===== src/design/tms_pkg.sv =====
// Package: command codes, status codes and shared types of the matrix stack.
package tms_pkg;

  typedef enum logic [2:0] {
    CMD_PUSH      = 3'd0,
    CMD_POP       = 3'd1,
    CMD_IDENTITY  = 3'd2,
    CMD_TRANSLATE = 3'd3,
    CMD_SCALE     = 3'd4,
    CMD_LOAD_ROW  = 3'd5,
    CMD_MULTIPLY  = 3'd6,
    CMD_READ_ROW  = 3'd7
  } cmd_t;

  typedef enum logic [1:0] {
    ST_DONE      = 2'd0,
    ST_PUSH_FULL = 2'd1,
    ST_POP_LAST  = 2'd2
  } status_t;

  typedef enum logic [2:0] {
    BK_IDLE,
    BK_COPY,
    BK_IDENT,
    BK_MUL,
    BK_READ,
    BK_DONE
  } bk_state_t;

  // Request as it travels from front to back.
  typedef struct packed {
    cmd_t        command;
    logic [1:0]  row;
    logic [31:0] val0;
    logic [31:0] val1;
    logic [31:0] val2;
    logic [31:0] val3;
  } req_t;

  typedef struct packed {
    logic [1:0]  status;
    logic [31:0] out0;
    logic [31:0] out1;
    logic [31:0] out2;
    logic [31:0] out3;
    logic [5:0]  level;
  } rsp_t;

endpackage


===== src/design/tms_if.sv =====
// Interfaces: request and response channels of the matrix stack.
interface tms_req_if;
  import tms_pkg::*;
  logic        valid;
  logic        ready;
  logic [2:0]  command;
  logic [1:0]  row;
  logic [31:0] val0;
  logic [31:0] val1;
  logic [31:0] val2;
  logic [31:0] val3;
  modport source (output valid, command, row, val0, val1, val2, val3, input ready);
  modport sink (input valid, command, row, val0, val1, val2, val3, output ready);
endinterface



===== src/design/tms_front.sv =====
// Front end: takes requests and queues them for the back end.
module tms_front
  import tms_pkg::*;
(
  input  logic         clk,
  input  logic         rst,
  tms_req_if.sink      req,
  output logic         q_valid,
  input  logic         q_pop,
  output req_t         q_head
);

  localparam int QD = 2;

  req_t       fifo [QD];
  logic [0:0] wr_ptr;
  logic [0:0] rd_ptr;
  logic [1:0] count;
  logic       push;

  assign req.ready = (count != 2'(QD));
  assign push      = req.valid && req.ready;
  assign q_valid   = (count != 2'd0);
  assign q_head    = fifo[rd_ptr];

  // Store incoming requests.
  always_ff @(posedge clk) begin
    if (push) begin
      fifo[wr_ptr] <= '{command: cmd_t'(req.command), row: req.row, val0: req.val0,
                        val1: req.val1, val2: req.val2, val3: req.val3};
    end
  end

  // Advance the pointers.
  always_ff @(posedge clk) begin
    if (rst) begin
      wr_ptr <= '0;
      rd_ptr <= '0;
      count  <= '0;
    end else begin
      if (push) wr_ptr <= wr_ptr + 1'b1;
      if (q_pop) rd_ptr <= rd_ptr + 1'b1;
      count <= count + 2'(push) - 2'(q_pop);
    end
  end

  a_pop_nonempty: assert property (@(posedge clk) disable iff (rst) q_pop |-> q_valid)
    else $error("pop from empty queue");
  a_count_bound: assert property (@(posedge clk) disable iff (rst) count <= 2'(QD))
    else $error("queue overfilled");
  a_push_room: assert property (@(posedge clk) disable iff (rst) push |-> count != 2'(QD))
    else $error("push into full queue");

endmodule


===== src/flat_wrapper.sv =====
// flat-port wrapper written by rule: the top's interface ports become plain ports
module tms_front_flat import tms_pkg::*;
  (clk, rst, q_valid, q_pop, q_head, req_valid, req_command, req_row, req_val0, req_val1, req_val2, req_val3, req_ready);
  tms_req_if req_i ();
  input  logic clk;
  input  logic rst;
  output logic q_valid;
  input  logic q_pop;
  output req_t q_head;
  input wire logic [$bits(req_i.valid)-1:0] req_valid;
  input wire logic [$bits(req_i.command)-1:0] req_command;
  input wire logic [$bits(req_i.row)-1:0] req_row;
  input wire logic [$bits(req_i.val0)-1:0] req_val0;
  input wire logic [$bits(req_i.val1)-1:0] req_val1;
  input wire logic [$bits(req_i.val2)-1:0] req_val2;
  input wire logic [$bits(req_i.val3)-1:0] req_val3;
  output wire logic [$bits(req_i.ready)-1:0] req_ready;
  assign req_i.valid = req_valid;
  assign req_i.command = req_command;
  assign req_i.row = req_row;
  assign req_i.val0 = req_val0;
  assign req_i.val1 = req_val1;
  assign req_i.val2 = req_val2;
  assign req_i.val3 = req_val3;
  assign req_ready = req_i.ready;
  tms_front u_core (.clk(clk), .rst(rst), .req(req_i), .q_valid(q_valid), .q_pop(q_pop), .q_head(q_head));
endmodule

===== config.mk =====
export PLATFORM = sky130hd
export DESIGN_NAME = tms_front_flat
export DESIGN_NICKNAME = d
export VERILOG_FILES = /design/src/design/tms_pkg.sv /design/src/design/tms_if.sv /design/src/design/tms_front.sv /design/src/flat_wrapper.sv
export SDC_FILE = /design/constraint.sdc
export NUM_CORES = 1
export LEC_CHECK = 0
export ABC_AREA = 1
export BUFFER_PORTS_ARGS = -buffer_cell sky130_fd_sc_hd__buf_2
export CORE_MARGIN = 3
export CORE_UTILIZATION = 52
export CTS_BUF_LIST = sky130_fd_sc_hd__clkbuf_16
export CTS_CLUSTER_DIAMETER = 150
export CTS_CLUSTER_SIZE = 14
export DETAILED_ROUTE_END_ITERATION = 6
export GPL_TIMING_DRIVEN = 0
export PLACE_DENSITY_LB_ADDON = 0.1
export SLEW_MARGIN = 5
export SYNTH_ARGS = -nofsm -noshare
export SYNTH_HDL_FRONTEND = slang
export SYNTH_SLANG_ARGS = --single-unit

===== constraint.sdc =====
create_clock -name clk -period 8.9 [get_ports clk]
set_input_delay 1.335 -clock clk [delete_from_list [all_inputs] [get_ports clk]]
set_output_delay 1.335 -clock clk [all_outputs]
set_load 0.01 [all_outputs]

==> results.toml, run 1 <==
[outcome]
status = "completed"

[cells_and_area]
drive_above_1_share = 0.597
syn2layout_area_growth_pct = 24.7
layout.nets = 889
final_area_um2 = 12600
fin_util = 0.667

[timing]
setup_violations = 0
max_slew_margin = 0.493
max_freq_mhz = 317
slew_viol_final = 0
tns_ns = 0
worstMarginPinSlew_ns = 0.759
finalHoldViolations = 0
finalCriticalPeriod_ns = 3.15
skew_ns = 0.0178
period_share = 0.354
hold_ws_ns = 0.534
rsz0062_at_grt = "false"

[min_path]
min_path_type = "reg -> reg"
hold_path.startpoint = "u_core.rd_ptr"
whs_path_depth = 2

[power]
ir_worst_vdd_mv = 0.164
p_per_area_nw_per_um2 = 224
leakagePower_uw = 0.00492

[critical_path]
timing.reg2reg.setup_slack_ns = 6.69
reg2reg_depth = 6
crit-reg2reg-launch = "u_core.count[0]"
timing.critical_path.fanout_max = 10
endpoint_kind = "primary output"
arrival_ns = 1.82
crit_required_ns = 7.57
worst_setup_path_start_kind = "flip-flop"
worst-setup-path-type = "reg -> out"

[floorplan]
die_h_um = 145
start_util = 0.535
io_pins = 272
num_rows = 50
dieArea_um2 = 21100
core_um2 = 18900
die_w_um = 145

[clock_network]
cts_made_buffers = 23
cts_tree = "yes"
post_cts_buffers = 0
cts.sinks = 271
cts_htree_levels = 1
path_clk_slew_ns = 0.06
clock_latency_ns = 0.51
hold_buffers = 0
ctsRootBufferMaster = "clkbuf_16"
clockBufferDepth = 3
postCtsResizedCells = 0

[logic_synthesis]
syn_avg_cell_area_um2 = 22.6
ys_dominant_reg_cell = "edfxtp_1"
yosys_warnings = 0
synth_top_cell_by_area = "edfxtp_1"
ys_ff_latch = 271
synth_top_cell_area_share = 0.791
syn_inst = 447
yosysMostFrequentCell = "edfxtp_1"
ys_types = 14
syn_nets = 585
async_flop_share = 0
synth.cell_area_um2 = 10100
ys_seq_area_frac = 0.800
synth_enable_flop_cells = 266
synth_commonest_cells = "edfxtp_1, mux2_4, mux2_2"
synth_area_leaders = "edfxtp_1, mux2_4, mux2_2"

[route]
ant_nets = 0
routed_wl_um = 19100
drt_pass1_iterations = 4
via_per_inst = 4.93
route.detailed.drc = 0
drt_iter0_drc = 243
vias = 5050
post_drt_wl_per_cell_um = 18.7

[placed_design]
hpwlAfterDp_um = 13400
gp_congestion = 0.756
place_area_um2 = 12000
io_buffers = 271

[global_route]
grtUsageTotal = 0.179
grt_pass1_vias = 5528
grt_overflow = 0
grt_pass1_wl_um = 30000
antenna_found_initial = 8
grt_start_max_net_pins = 32

[run]
max-cap-violations = 0
[final timing paths]
kind                                            end
worst max-delay path                    q_head[116]
worst min-delay path                      flip-flop
worst max register to register  u_core.fifo[0][124]
worst min register to register            flip-flop
[critical path: stages, from the launching register on]
cell,delay (ns)
dfxtp_1,0.32
buf_6,0.12
buf_6,0.19
buf_6,0.20
mux2_4,0.32
buf_2,0.14
[metal layers]
layer / wire (µm) / up-vias / part of all wire / global-route usage
li1: - / 2364 / - / -
met1: 7200 / 2440 / 0.38 / 0.207
met2: 9740 / 198 / 0.51 / 0.315
met3: 1570 / 42 / 0.082 / 0.0620
met4: 584 / 6 / 0.031 / 0.0584
met5: 34 / - / 0.0018 / 0
[logic make-up after synthesis]
group	after synthesis	synth area share
buffers and inverters	21	0.0152
multiplexers	133	0.174
AND/OR/NAND/NOR	17	0.00644
AO/OA/AOI/OAI	3	0.00149
flip-flops	271	0.800
adder cells (fa/ha/maj)	1	0.00124
XOR/XNOR	1	0.000867
[state kept, by name (all words and copies together) (netlist names), named ones only]
signal,count
u_core.count,2
u_core.rd_ptr,1
u_core.wr_ptr,1
u_core.fifo,266
[cells in the final DEF, fill, tap and decap left out, drive strengths merged, types with 2 or more instances in the layout]
master,instances
nand2,9
inv,17
dfxtp,5
buf,294
clkbuf,23
nor2,7
edfxtp,266
diode,5
a21oi,2
mux2,133
[power by group]
group	internal, µW	switching, µW
clock network	465	408
logic	199	209
registers	1520	22.9
total	2180	640
[final cells by class]
| type | count | area [µm²] |
|---|---|---|
| Sequential cell | 271 | 8090 |
| Fill cell | 1355 | 6290 |
| Multi-Input combinational cell | 155 | 1880 |
| Timing Repair Buffer | 279 | 1520 |
| Clock buffer | 23 | 576 |
| Tap cell | 260 | 325 |
| Buffer | 15 | 131 |
| Clock inverter | 11 | 53.8 |
| Inverter | 6 | 22.5 |
| Antenna cell | 5 | 12.5 |
[metrics by stage]
step,worst slack (ns),std cells,total power [µW]
final,5.75,1025,2820
after global routing,5.65,1025,2940
after CTS,5.69,1020,2850
after detailed placement,5.74,986,1980
after global placement,-1.41,978,1980
after floorplan,1.32,447,1820
No activity file was read; power rests on OpenSTA's default activity.
==> run 2: changes to the inputs <==
ABC_AREA = 0   (was 1)
CORE_UTILIZATION = 47   (was 52)
clock period = 2.59 ns   (was 8.9 ns; I/O delays follow)
==> run 2 against run 1 <==
Against the previous run: clock skew shrank 0.0078 ns; area after synthesis grew 0.14%; design area is essentially flat; hold slack lost 0.46 ns; critical path depth is the same; wire length shrank 1.2%; setup slack lost 5.4 ns; global-route usage shrank 2.5 points; critical path type unchanged.
==> results.toml, run 2 <==
[power]
total_power_uw = 9650
p_per_area_nw_per_um2 = 766
leakagePower_uw = 0.00488
ir_worst_vdd_mv = 0.616

[clock_network]
clockBufferDepth = 3
postCtsResizedCells = 0
cts_tree = "yes"
cts_htree_levels = 1
cts_made_buffers = 23
cts.sinks = 271
clock_latency_ns = 0.50
ctsRootBufferMaster = "clkbuf_16"
hold_buffers = 0
path_clk_slew_ns = 0.07
post_cts_buffers = 0

[cells_and_area]
top_register = "u_core.fifo"
top_regs = "u_core.fifo (266), u_core.count (2)"
layout_common_cells = "buf_2, edfxtp_1, mux2_4, mux2_2, clkbuf_16"
mostFrequentLayoutCell = "buf_2"
drive_above_1_share = 0.609
syn2layout_area_growth_pct = 24.5
largest_register_ffs = 266
layout.nets = 880
fin_util = 0.597

[logic_synthesis]
synth_enable_flop_cells = 266
synth.cell_area_um2 = 10100
yosys_warnings = 0
syn_inst = 440
ys_seq_area_frac = 0.799
synth_mux_area_frac = 0.176
synth_top_family_by_area = "multiplexers"
synth_top_cell_by_area = "edfxtp_1"
syn_nets = 578
synth_commonest_cells = "edfxtp_1, mux2_4, mux2_2"
syn_avg_cell_area_um2 = 23.0
async_flop_share = 0
yosysMostFrequentCell = "edfxtp_1"
yosys.area_share.xor_xnor = 0.000866
ys_ff_latch = 271
synth-simple-area-share = 0.00594
yosys.area_share.adder = 0.00124
synth_top_cell_area_share = 0.790
ys_types = 22
synth_compound_area_frac = 0.00272
synth_area_leaders = "edfxtp_1, mux2_4, mux2_2"
ys_dominant_reg_cell = "edfxtp_1"

[floorplan]
io_pins = 272
core_um2 = 21100
start_util = 0.480
num_rows = 53
die_h_um = 153
die_w_um = 153
dieArea_um2 = 23300

[global_route]
grt_start_max_net_pins = 53
grt_pass1_wl_um = 28400
antenna_found_initial = 9
grt_overflow = 0
grtUsageTotal = 0.154
grt_pass1_vias = 5195

[timing]
setup_violations = 0
worstMarginPinSlew_ns = 0.592
skew_ns = 0.00997
period_share = 0.853
finalHoldViolations = 0
max_freq_mhz = 453
slew_viol_final = 0
finalCriticalPeriod_ns = 2.21
max_slew_margin = 0.604
rsz0062_at_grt = "false"
tns_ns = 0

[critical_path]
crit_required_ns = 2.20
worst-setup-path-type = "reg -> out"
worst_setup_path_start_kind = "flip-flop"
timing.critical_path.fanout_max = 10
endpoint_kind = "primary output"
arrival_ns = 1.82

[placed_design]
io_buffers = 271
gp_congestion = 0.721
hpwlAfterDp_um = 13000

[outcome]
status = "completed"

[route]
routed_wl_um = 18900
via_per_inst = 4.91
drt_pass1_iterations = 4
vias = 5047
route.detailed.drc = 0
drt_iter0_drc = 231
ant_nets = 0
post_drt_wl_per_cell_um = 18.4

[run]
max-cap-violations = 0

[min_path]
min_path_type = "in -> reg"
==> run 2: power by group <==
part           internal, µW  switching [µW]  total (µW)
clock                  1590            1390        2970
sequential             5210            75.4        5290
combinational           690             699        1390
==> run 2: path summary, 6_finish.rpt <==
| path | cells past startpoint | from | endpoint | slack (ns) |
|---|---|---|---|---|
| worst min-delay path | 1 | req_val3[28] | u_core.fifo[1][28] | 0.07 |
| worst max register to register | 5 | u_core.count[1] | u_core.fifo[0][106] | 0.55 |
| worst min register to register | 2 | u_core.rd_ptr | u_core.rd_ptr | 0.52 |
| worst max-delay path | 5 | flip-flop | q_head[113] | 0.38 |
==> run 2: worst max-delay path, cell delays in order, from the launching register on <==
cell,delay (ns)
dfxtp_1,0.32
buf_6,0.14
buf_6,0.18
buf_6,0.21
mux2_4,0.31
buf_2,0.15
==> run 2: cells by family after synthesis <==
kind of cell | count (synthesis)
buf+inv | 17
flops | 271
compound gates | 4
xor+xnor | 1
fa+ha+maj | 1
mux | 135
simple gates | 11
==> run 2: final cells by class <==
cell class              count  area [µm²]
clock inverters             9        41.3
fillers                  1624        8490
multi-input cells         152        1900
repair buffers            277        1490
plain buffers              15         131
flip-flops and latches    271        8090
well taps                 275         344
clock buffers              23         576
diodes                      4        10.0
inverters                   2        11.3
==> run 2: per-stage QoR <==
stage                     setup slack, ns  cells  cell area (µm²)  hold slack (ns)
final                               0.381   1028            12600           0.0717
after floorplan                    -0.399    440            10100            0.450
after CTS                           0.321   1024            12600           0.0441
after global placement              -1.55    986            11800            0.492
after global routing                0.289   1028            12600           0.0442
after detailed placement            0.476    992            12000            0.508
==> run 2: routing by layer <==
layer / part of all wire / up-vias / track usage / routed length [µm]
met3: 0.10 / 51 / 0.0659 / 1970
met5: 0.0027 / - / 0 / 51
met2: 0.48 / 197 / 0.252 / 9100
met1: 0.38 / 2442 / 0.184 / 7150
li1: - / 2347 / - / -
met4: 0.033 / 10 / 0.0535 / 614
